--- config.mk ---
export PLATFORM = sky130hd
export DESIGN_NAME = ordered_dither_bw_core
export DESIGN_NICKNAME = d
export VERILOG_FILES = /design/src/hw/rtl/odbw_pkg.sv /design/src/hw/rtl/ordered_dither_bw_core.sv
export SDC_FILE = /design/constraint.sdc
export NUM_CORES = 1
export LEC_CHECK = 0
export ABC_AREA = 1
export BUFFER_PORTS_ARGS = -buffer_cell sky130_fd_sc_hd__buf_2
export CORE_MARGIN = 2
export CORE_UTILIZATION = 37
export CTS_CLUSTER_DIAMETER = 40
export DETAILED_ROUTE_END_ITERATION = 8
export PLACE_DENSITY = 0.62
export SYNTH_ARGS = -nofsm -noshare
export SYNTH_HDL_FRONTEND = slang
export SYNTH_SLANG_ARGS = --single-unit
--- constraint.sdc ---
create_clock -name clk -period 9.6 [get_ports clk]
set_clock_uncertainty 0.2 [all_clocks]
set_input_delay 0.48 -clock clk [delete_from_list [all_inputs] [get_ports clk]]
set_output_delay 0.48 -clock clk [all_outputs]
set_load 0.1 [all_outputs]
--- src/hw/rtl/odbw_pkg.sv ---
// odbw_pkg: shared widths, register indexes, reset values and dither matrices
// for the ordered black/white dither core. No dependencies.
package odbw_pkg;

  localparam int PIXEL_W        = 8;
  localparam int PIXEL_BITS_DEF = 8;
  localparam int CFG_W          = 8;
  localparam int IDX_W          = 2;
  localparam int MSIZE_W        = 3;
  localparam int PHASE_W        = 2;
  localparam int ENTRY_W        = 4;

  localparam logic [IDX_W-1:0] REG_MAX_LEVEL   = 2'd0;
  localparam logic [IDX_W-1:0] REG_MATRIX_SIZE = 2'd1;

  localparam logic [PIXEL_W-1:0] MAX_LEVEL_RST   = 8'd255;
  localparam logic [MSIZE_W-1:0] MATRIX_SIZE_RST = 3'd4;

  localparam logic [MSIZE_W-1:0] K2 = 3'd2;
  localparam logic [MSIZE_W-1:0] K3 = 3'd3;
  localparam logic [MSIZE_W-1:0] K4 = 3'd4;

  typedef logic [ENTRY_W-1:0] entry_t;

  localparam entry_t DM2 [2][2] = '{'{4'd0, 4'd2}, '{4'd3, 4'd1}};
  localparam entry_t DM3 [3][3] = '{'{4'd2, 4'd6, 4'd4},
                                    '{4'd5, 4'd0, 4'd1},
                                    '{4'd8, 4'd3, 4'd7}};
  localparam entry_t DM4 [4][4] = '{'{4'd0,  4'd8,  4'd2,  4'd10},
                                    '{4'd12, 4'd4,  4'd14, 4'd6},
                                    '{4'd3,  4'd11, 4'd1,  4'd9},
                                    '{4'd15, 4'd7,  4'd13, 4'd5}};

  // effective matrix size: below two acts as 2, above four as 4
  function automatic logic [MSIZE_W-1:0] eff_k(input logic [MSIZE_W-1:0] ms);
    logic [MSIZE_W-1:0] k;
    if (ms < K2)      k = K2;
    else if (ms > K4) k = K4;
    else              k = ms;
    return k;
  endfunction

  function automatic entry_t dither_entry(input logic [MSIZE_W-1:0] k,
                                          input logic [PHASE_W-1:0] r,
                                          input logic [PHASE_W-1:0] c);
    logic [1:0] r3;
    logic [1:0] c3;
    entry_t     e;
    r3 = (r < 2'd3) ? r : 2'd2;
    c3 = (c < 2'd3) ? c : 2'd2;
    if (k == K2)      e = DM2[r[0]][c[0]];
    else if (k == K3) e = DM3[r3][c3];
    else              e = DM4[r][c];
    return e;
  endfunction

endpackage

--- src/hw/rtl/ordered_dither_bw_core.sv ---
// ordered_dither_bw_core: ordered dither of gray pixels to black/white with a
// 2x2, 3x3 or 4x4 matrix and a one-bit-per-cycle restoring divider.
// Depends on odbw_pkg.
// An accepted word passes through the divide state, and the hold state while
//   out_stall blocks the output, before its result enters the output register.
//   Meanwhile no word is taken; the divider gives one quotient bit per cycle.
// in_stall is high from acceptance until the divide is done and its result has
//   entered the output register.
// Reset (synchronous, rst high): max_level 255, matrix_size 4, phases zero,
//   sequencer idle, no output word pending.
module ordered_dither_bw_core #(
  parameter int PIXEL_BITS = odbw_pkg::PIXEL_BITS_DEF
) (
  input  logic                         clk,
  input  logic                         rst,
  input  logic                         cfg_we,
  input  logic [odbw_pkg::IDX_W-1:0]   cfg_index,
  input  logic [odbw_pkg::CFG_W-1:0]   cfg_data,
  input  logic                         in_valid,
  output logic                         in_stall,
  input  logic [odbw_pkg::PIXEL_W-1:0] pixel,
  input  logic                         row_end,
  input  logic                         frame_end,
  output logic                         out_valid,
  input  logic                         out_stall,
  output logic                         white
);
  import odbw_pkg::*;

  localparam int PB   = (PIXEL_BITS < PIXEL_W) ? PIXEL_BITS : PIXEL_W;
  localparam int CW   = $clog2(PB) + 1;
  localparam int CMPW = (PB > ENTRY_W) ? PB : ENTRY_W;

  localparam logic [1:0] ST_IDLE = 2'd0;
  localparam logic [1:0] ST_DIV  = 2'd1;
  localparam logic [1:0] ST_HOLD = 2'd2;

  logic [1:0]          state;
  logic [PIXEL_W-1:0]  max_level;
  logic [MSIZE_W-1:0]  matrix_size;
  logic [PHASE_W-1:0]  row_phase;
  logic [PHASE_W-1:0]  column_phase;
  logic [CW-1:0]       cnt;
  logic [PB-1:0]       dividend;
  logic [PB-1:0]       quot;
  logic [PIXEL_W-1:0]  rem;
  logic [PIXEL_W-1:0]  thr;
  entry_t              entry;

  logic [MSIZE_W-1:0]  k_eff;
  logic [13:0]         prod9;
  logic [PIXEL_W-1:0]  thr_raw;
  logic [PIXEL_W-1:0]  thr_next;
  logic [PIXEL_W:0]    trial;
  logic                q_bit;
  logic [PIXEL_W-1:0]  rem_next;
  logic [PB-1:0]       quot_next;
  logic                white_next;
  logic                in_take;
  logic                out_free;
  logic                out_load;
  logic                last_step;
  logic [PHASE_W-1:0]  row_inc;
  logic [PHASE_W-1:0]  col_inc;

  assign k_eff = eff_k(matrix_size);
  assign prod9 = {6'd0, max_level} * 14'd57;

  // /4 and /16 are shifts, /9 is x*57>>9 (exact for 8-bit x)
  always_comb begin
    unique case (k_eff)
      K2:      thr_raw = {2'd0, max_level[7:2]};
      K3:      thr_raw = {3'd0, prod9[13:9]};
      default: thr_raw = {4'd0, max_level[7:4]};
    endcase
    thr_next = (thr_raw == '0) ? 8'd1 : thr_raw;
  end

  assign trial     = {1'b0, rem[PIXEL_W-2:0], dividend[PB-1]};
  assign q_bit     = (trial >= {1'b0, thr});
  assign rem_next  = q_bit ? PIXEL_W'(trial - {1'b0, thr}) : trial[PIXEL_W-1:0];
  assign quot_next = PB'({quot, q_bit});
  assign white_next = CMPW'(quot_next) > CMPW'(entry);

  assign in_stall  = (state != ST_IDLE);
  assign in_take   = in_valid && !in_stall;
  assign out_free  = !out_valid || !out_stall;
  assign last_step = (state == ST_DIV) && (cnt == CW'(PB - 1));
  assign out_load  = (last_step || (state == ST_HOLD)) && out_free;

  assign row_inc = (3'(row_phase) + 3'd1 >= k_eff) ? '0 : row_phase + 2'd1;
  assign col_inc = (3'(column_phase) + 3'd1 >= k_eff) ? '0 : column_phase + 2'd1;

  always_ff @(posedge clk) begin
    if (rst) begin
      state        <= ST_IDLE;
      max_level    <= MAX_LEVEL_RST;
      matrix_size  <= MATRIX_SIZE_RST;
      row_phase    <= '0;
      column_phase <= '0;
      cnt          <= '0;
      out_valid    <= 1'b0;
    end else begin
      if (cfg_we) begin
        unique case (cfg_index)
          REG_MAX_LEVEL: max_level <= cfg_data;
          REG_MATRIX_SIZE: begin
            matrix_size  <= cfg_data[MSIZE_W-1:0];
            row_phase    <= '0;
            column_phase <= '0;
          end
          default: ;
        endcase
      end

      if (out_load) out_valid <= 1'b1;
      else if (!out_stall) out_valid <= 1'b0;

      unique case (state)
        ST_IDLE: begin
          if (in_take) begin
            state <= ST_DIV;
            cnt   <= '0;
            if (frame_end) begin
              row_phase    <= '0;
              column_phase <= '0;
            end else if (row_end) begin
              row_phase    <= row_inc;
              column_phase <= '0;
            end else begin
              column_phase <= col_inc;
            end
          end
        end
        ST_DIV: begin
          cnt <= cnt + CW'(1);
          if (last_step) begin
            if (out_free) begin
              state <= ST_IDLE;
            end else begin
              state <= ST_HOLD;
            end
          end
        end
        ST_HOLD: begin
          if (out_free) begin
            state <= ST_IDLE;
          end
        end
        default: state <= ST_IDLE;
      endcase
    end
  end

  // datapath
  always_ff @(posedge clk) begin
    if (in_take) begin
      dividend <= pixel[PB-1:0];
      quot     <= '0;
      rem      <= '0;
      thr      <= thr_next;
      entry    <= dither_entry(k_eff, row_phase, column_phase);
    end else if (state == ST_DIV) begin
      dividend <= dividend << 1;
      quot     <= quot_next;
      rem      <= rem_next;
      if (last_step && out_free) white <= white_next;
    end else if (state == ST_HOLD && out_free) begin
      white <= CMPW'(quot) > CMPW'(entry);
    end
  end

  a_take_starts_div: assert property (@(posedge clk) disable iff (rst)
    in_take |=> (state == ST_DIV) && (cnt == '0))
    else $error("accepted word did not start divide");

  a_done_loads_out: assert property (@(posedge clk) disable iff (rst)
    last_step && out_free |=> out_valid && (state == ST_IDLE))
    else $error("finished divide did not load output");

  a_phase_range: assert property (@(posedge clk) disable iff (rst)
    (3'(row_phase) < k_eff) && (3'(column_phase) < k_eff))
    else $error("phase reached matrix size");

  a_thr_nonzero: assert property (@(posedge clk) disable iff (rst)
    (state == ST_DIV) |-> (thr != '0))
    else $error("zero divisor");

  a_rem_below_thr: assert property (@(posedge clk) disable iff (rst)
    (state == ST_DIV) |-> (rem < thr))
    else $error("remainder not below divisor");

endmodule
## Yosys cells after proc, flatten, opt, wreduce, memory -nomap -nowiden

Index checks and enable logic that the tools add are counted.

| word-level totals | value |
|---|---|
| register bits | 56 |
| output and inout port bits | 3 |

| operators by class | value |
|---|---|
| add/sub/neg operators | 6 |
| multipliers | 1 |
| magnitude comparators | 15 |
| eq/ne operators | 11 |
| muxes and demuxes | 54 |
| bitwise gates (word level) | 7 |
| reduce and logical (&&, ||, !) cells | 22 |

Operator list:

| kind | number |
|---|---|
| $mux 2 | 20 |
| $mux 4 | 10 |
| $bmux 16 s2 | 1 |
| $mux 16 | 2 |
| $mux 8 | 4 |
| $bmux 12 s2 | 1 |
| $mux 12 | 2 |
| $bmux 4 s2 | 2 |
| $gt 8x4->1 | 2 |
| $mul 8x6->14 const B | 1 |
| $ge 3x3->1 const B | 4 |
| $not 2->3 | 4 |
| $pmux 6 s2 | 1 |
| $ge 8x6->1 | 1 |
| $logic_not 8->1 | 1 |
| $pmux 4 s2 | 1 |
| $reduce_bool 2->1 | 4 |
| $mux 7 | 1 |
| $sub 7x6->7 | 1 |
| $add 2x1->3 const B | 2 |
| $eq 3x2->1 const B | 2 |
| $ge 3x3->1 | 2 |
| $mux 3 | 2 |
| $mux 6 | 1 |
| other kinds (21) | 44 |

## Depth between registers and ports, before layout

| depth | value |
|---|---|
| depth after elaboration | 11 |
| depth in mapped cells | 18 |
| mapped depth without buffers | 18 |

## Worst setup path after synthesis

Ideal clock, no wire load.

| path | value |
|---|---|
| path type | register to register |
| from | register max_level[4] |
| to | register thr[0] (data pin) |
| setup time | 256 ps |
| data arrival time | 2785 ps |
| data required time | 9144 ps |
| path slack | 6359 ps |
| cell stages (with the launch flop) | 17 |
| cell sequence | dfxtp_1 inv_1 fa_1 inv_1 fa_1 ha_1 ha_1 nand2_1 inv_1 o21ai_1 nand3_1 nand2_1 nand3_1 nand3_1 nor2_4 nand3_1 nand2_1 |

| on the way | value |
|---|---|
| word-level cells in the longest chain between the ends | 3 |

RTL lines:

| what | line | text |
|---|---|---|
| from (decl) | ordered_dither_bw_core.sv:39 | `logic [PIXEL_W-1:0] max_level;` |
| from (signal assigned) | ordered_dither_bw_core.sv:106 | `REG_MAX_LEVEL: max_level <= cfg_data;` |
| $mul 8x6->14 | ordered_dither_bw_core.sv:67 | `assign prod9 = {6'd0, max_level} * 14'd57;` |
| $pmux 6 s2 * | ordered_dither_bw_core.sv:71 | `unique case (k_eff)` |
| $logic_not 8->1 | ordered_dither_bw_core.sv:76 | `thr_next = (thr_raw == '0) ? 8'd1 : thr_raw;` |
| to (signal assigned) | ordered_dither_bw_core.sv:161 | `thr <= thr_next;` |
| to (decl) | ordered_dither_bw_core.sv:47 | `logic [PIXEL_W-1:0] thr;` |

Mark *: on every way between the ends. The rest lies on a longest branch, timed or not.
A chain may end at the register's enable or synchronous reset.

## Worst setup path in the final report

Same ends and word-level chain as after synthesis.

==> impl_metrics.toml <==
[synthesis]
synth_edf_count = 19
avgSynthCellArea_sq_um = 7.97
synth_top_area_share_pct = 18.9
seq_area_frac_synth_pct = 33.5
synth-seq-cells = 56
synth_area_sq_um = 3910
yosysWarnings = 0
yosysTopAreaCell = "dfxtp_1"
ys_types = 43
synthArstFlopShare_pct = 0
syn_nets = 579
netlist_top_cells_area = "dfxtp_1 (19%), ha_1 (17%), edfxtp_1 (15%)"
ys.flop_type = "dfxtp_1"
syn_inst = 491

[floorplanning]
ios = 28
dieArea_sq_um = 11400
rows = 37
fp.dieW_um = 107
die_h_um = 107
core-area_sq_um = 10300
initial_core_util_pct = 38.1

[worst_setup_path]
reg2reg_depth = 16
path_cells = "inv_1 > fa_1 > inv_1 > fa_1 > ha_1 > ha_1 > nand2_1 > inv_1 > o21ai_1 > nand3_1 > nand2_1 > nand3_1 > nand3_1 > nor2_4 > nand3_1 > nand2_1"
reg2reg_from = "max_level[4]"
slowest_stage = "dfxtp_1"
cp_max_fo = 6
critPathMaxStageDelay_ps = 490
worstSetupStartpoint = "max_level[4]"
start_kind = "flip-flop"
worstPathRequired_ps = 9470
crit_type = "flip-flop to flip-flop"
cp.arrival_ps = 3370
endpoint_kind = "flip-flop"
crit_path_frequent_cell = "nand3_1"

[clock_network]
cts_buffers = 5
cts_tree = "done"
cts_hold_buf = 0
cts_resized = 0
clkTransAtPathRegs_ps = 110
insertion_delay_ps = 310
cts_buffer_depth = 2
htree_levels = 2
root_buffer = "clkbuf_8"
cts.sinks = 56
cts_setup_buffers = 0

[final_layout]
synthToLayoutAreaGrowth_pct = 9.78
antenna_cells = 0
final_common_cell = "nand2_1"
drive_gt1_share_pct = 10.1
nNetsFinal = 603
layout_common_cells = "nand2_1 (115), inv_1 (76), ha_1 (52), dfxtp_1 (37)"

[global_route]
grt_max_degree = 22
overflow = 0
antenna_found_initial = 0
grt_pass1_vias = 3171
grt_use_total_pct = 14.7
grt_first_pass_wirelength_um = 13800

[worst_hold_path]
hold_depth = 3
min-delay-start = "cfg_data[3]"
hold_class = "input port to flip-flop"

[run]
cap_violations = 0

[sta]
period_minus_slack_ps = 3500
hold_viol = 0
max_freq_ghz = 0.286
setup_viol = 0
slew_headroom_pct = 43.6
fin_ws_ps = 6100
fin_crit_sh_pct = 36.5
setup_tns_ps = 0
finalMaxSlewViolations = 0
worst_slew_pin_slew_ps = 841
rsz0062_at_grt = "false"

[detailed_routing]
routed_wl_um = 7850
via_per_inst = 4.91
detail_route.first_pass.iterations = 4
ant_nets = 0
first_iter_violations = 100
vias = 3200
drc = 0
wl_per_cell_um = 12.0

[power]
power_density_nw_per_um2 = 179
p_leak_nw = 2.08
ir_worst_vdd_uv = 75.1
power.total_w = 0.000768

[placed_design]
post-dp-hpwl_um = 6210
portBuffers = 27
dp_slack_ps = 6110
place_congestion = 0.884

[run_status]
status = "finished, final reports clean"
-- cell type report --
| class | instances | area, sq um |
|---|---|---|
| clock buffers | 7 | 97.6 |
| clock inverters | 1 | 30.0 |
| fillers | 1074 | 5980 |
| inverters | 81 | 304 |
| multi-input cells | 343 | 2240 |
| flip-flops and latches | 56 | 1310 |
| well taps | 136 | 170 |
| repair buffers | 28 | 143 |
-- registers in the layout (all words and copies together) (netlist names), 3 cells and up --
register	flops
matrix_size	3
max_level	8
cnt	4
thr	6
quot	8
rem	7
entry	4
dividend	8
-- report_power, final --
group	leakage, nW	switching [W]	internal, W
Combinational	1.53	0.000179	0.000112
Clock	0.0636	0.0000812	0.0000940
Sequential	0.485	0.0000237	0.000279
Total	2.08	0.000284	0.000485
-- routing by layer --
layer	global-route usage [%]	routed length, um	vias up	part of all wire [%]
li1	-	-	1666	-
met5	0	0	-	0
met4	3.80	95	0	1.2
met1	18.5	3640	1465	46
met2	26.0	3870	61	49
met3	2.74	244	8	3.1
-- cells by family after synthesis --
family | Yosys count | synth area share [%]
AND/OR/NAND/NOR | 181 | 19.5
AO/OA/AOI/OAI | 95 | 14.6
buffers and inverters | 92 | 9.24
adder cells (fa/ha/maj) | 63 | 22.3
flip-flops | 56 | 33.5
XOR/XNOR | 4 | 0.895
-- metrics by stage --
stage | instances | area [sq um] | hold slack [ps] | utilization, %
6_report | 652 | 4300 | 180 | 41.8
5_1_grt | 652 | 4300 | 182 | 41.8
4_1_cts | 652 | 4300 | 160 | 41.8
3_5_place_dp | 644 | 4170 | 256 | 40.6
3_3_place_gp | 644 | 4170 | 243 | 40.6
2_1_floorplan | 491 | 3910 | 227 | -
-- worst max-delay path, delay by kind of cell (launching register included) --
kind / cells / cell delay (ps)
fa+ha+maj: 4 / 1580
simple gates: 8 / 620
flops: 1 / 490
buf+inv: 3 / 220
compound gates: 1 / 140
-- cells in the mapped netlist, drive strengths merged (11+ instances only) --
master,n
nand2,118
inv,80
ha,52
dfxtp,37
nor2,30
a21oi,29
o21ai,29
nand3,20
edfxtp,19
o211ai,12
fa,11
-- worst paths after layout --
path	to	slack, ps
worst max-delay path	thr[0]	6100
worst min-delay path	max_level[3]	180
worst max register to register	thr[0]	6100
worst min register to register	rem[6]	270
(Power assumes the default switching activity.)
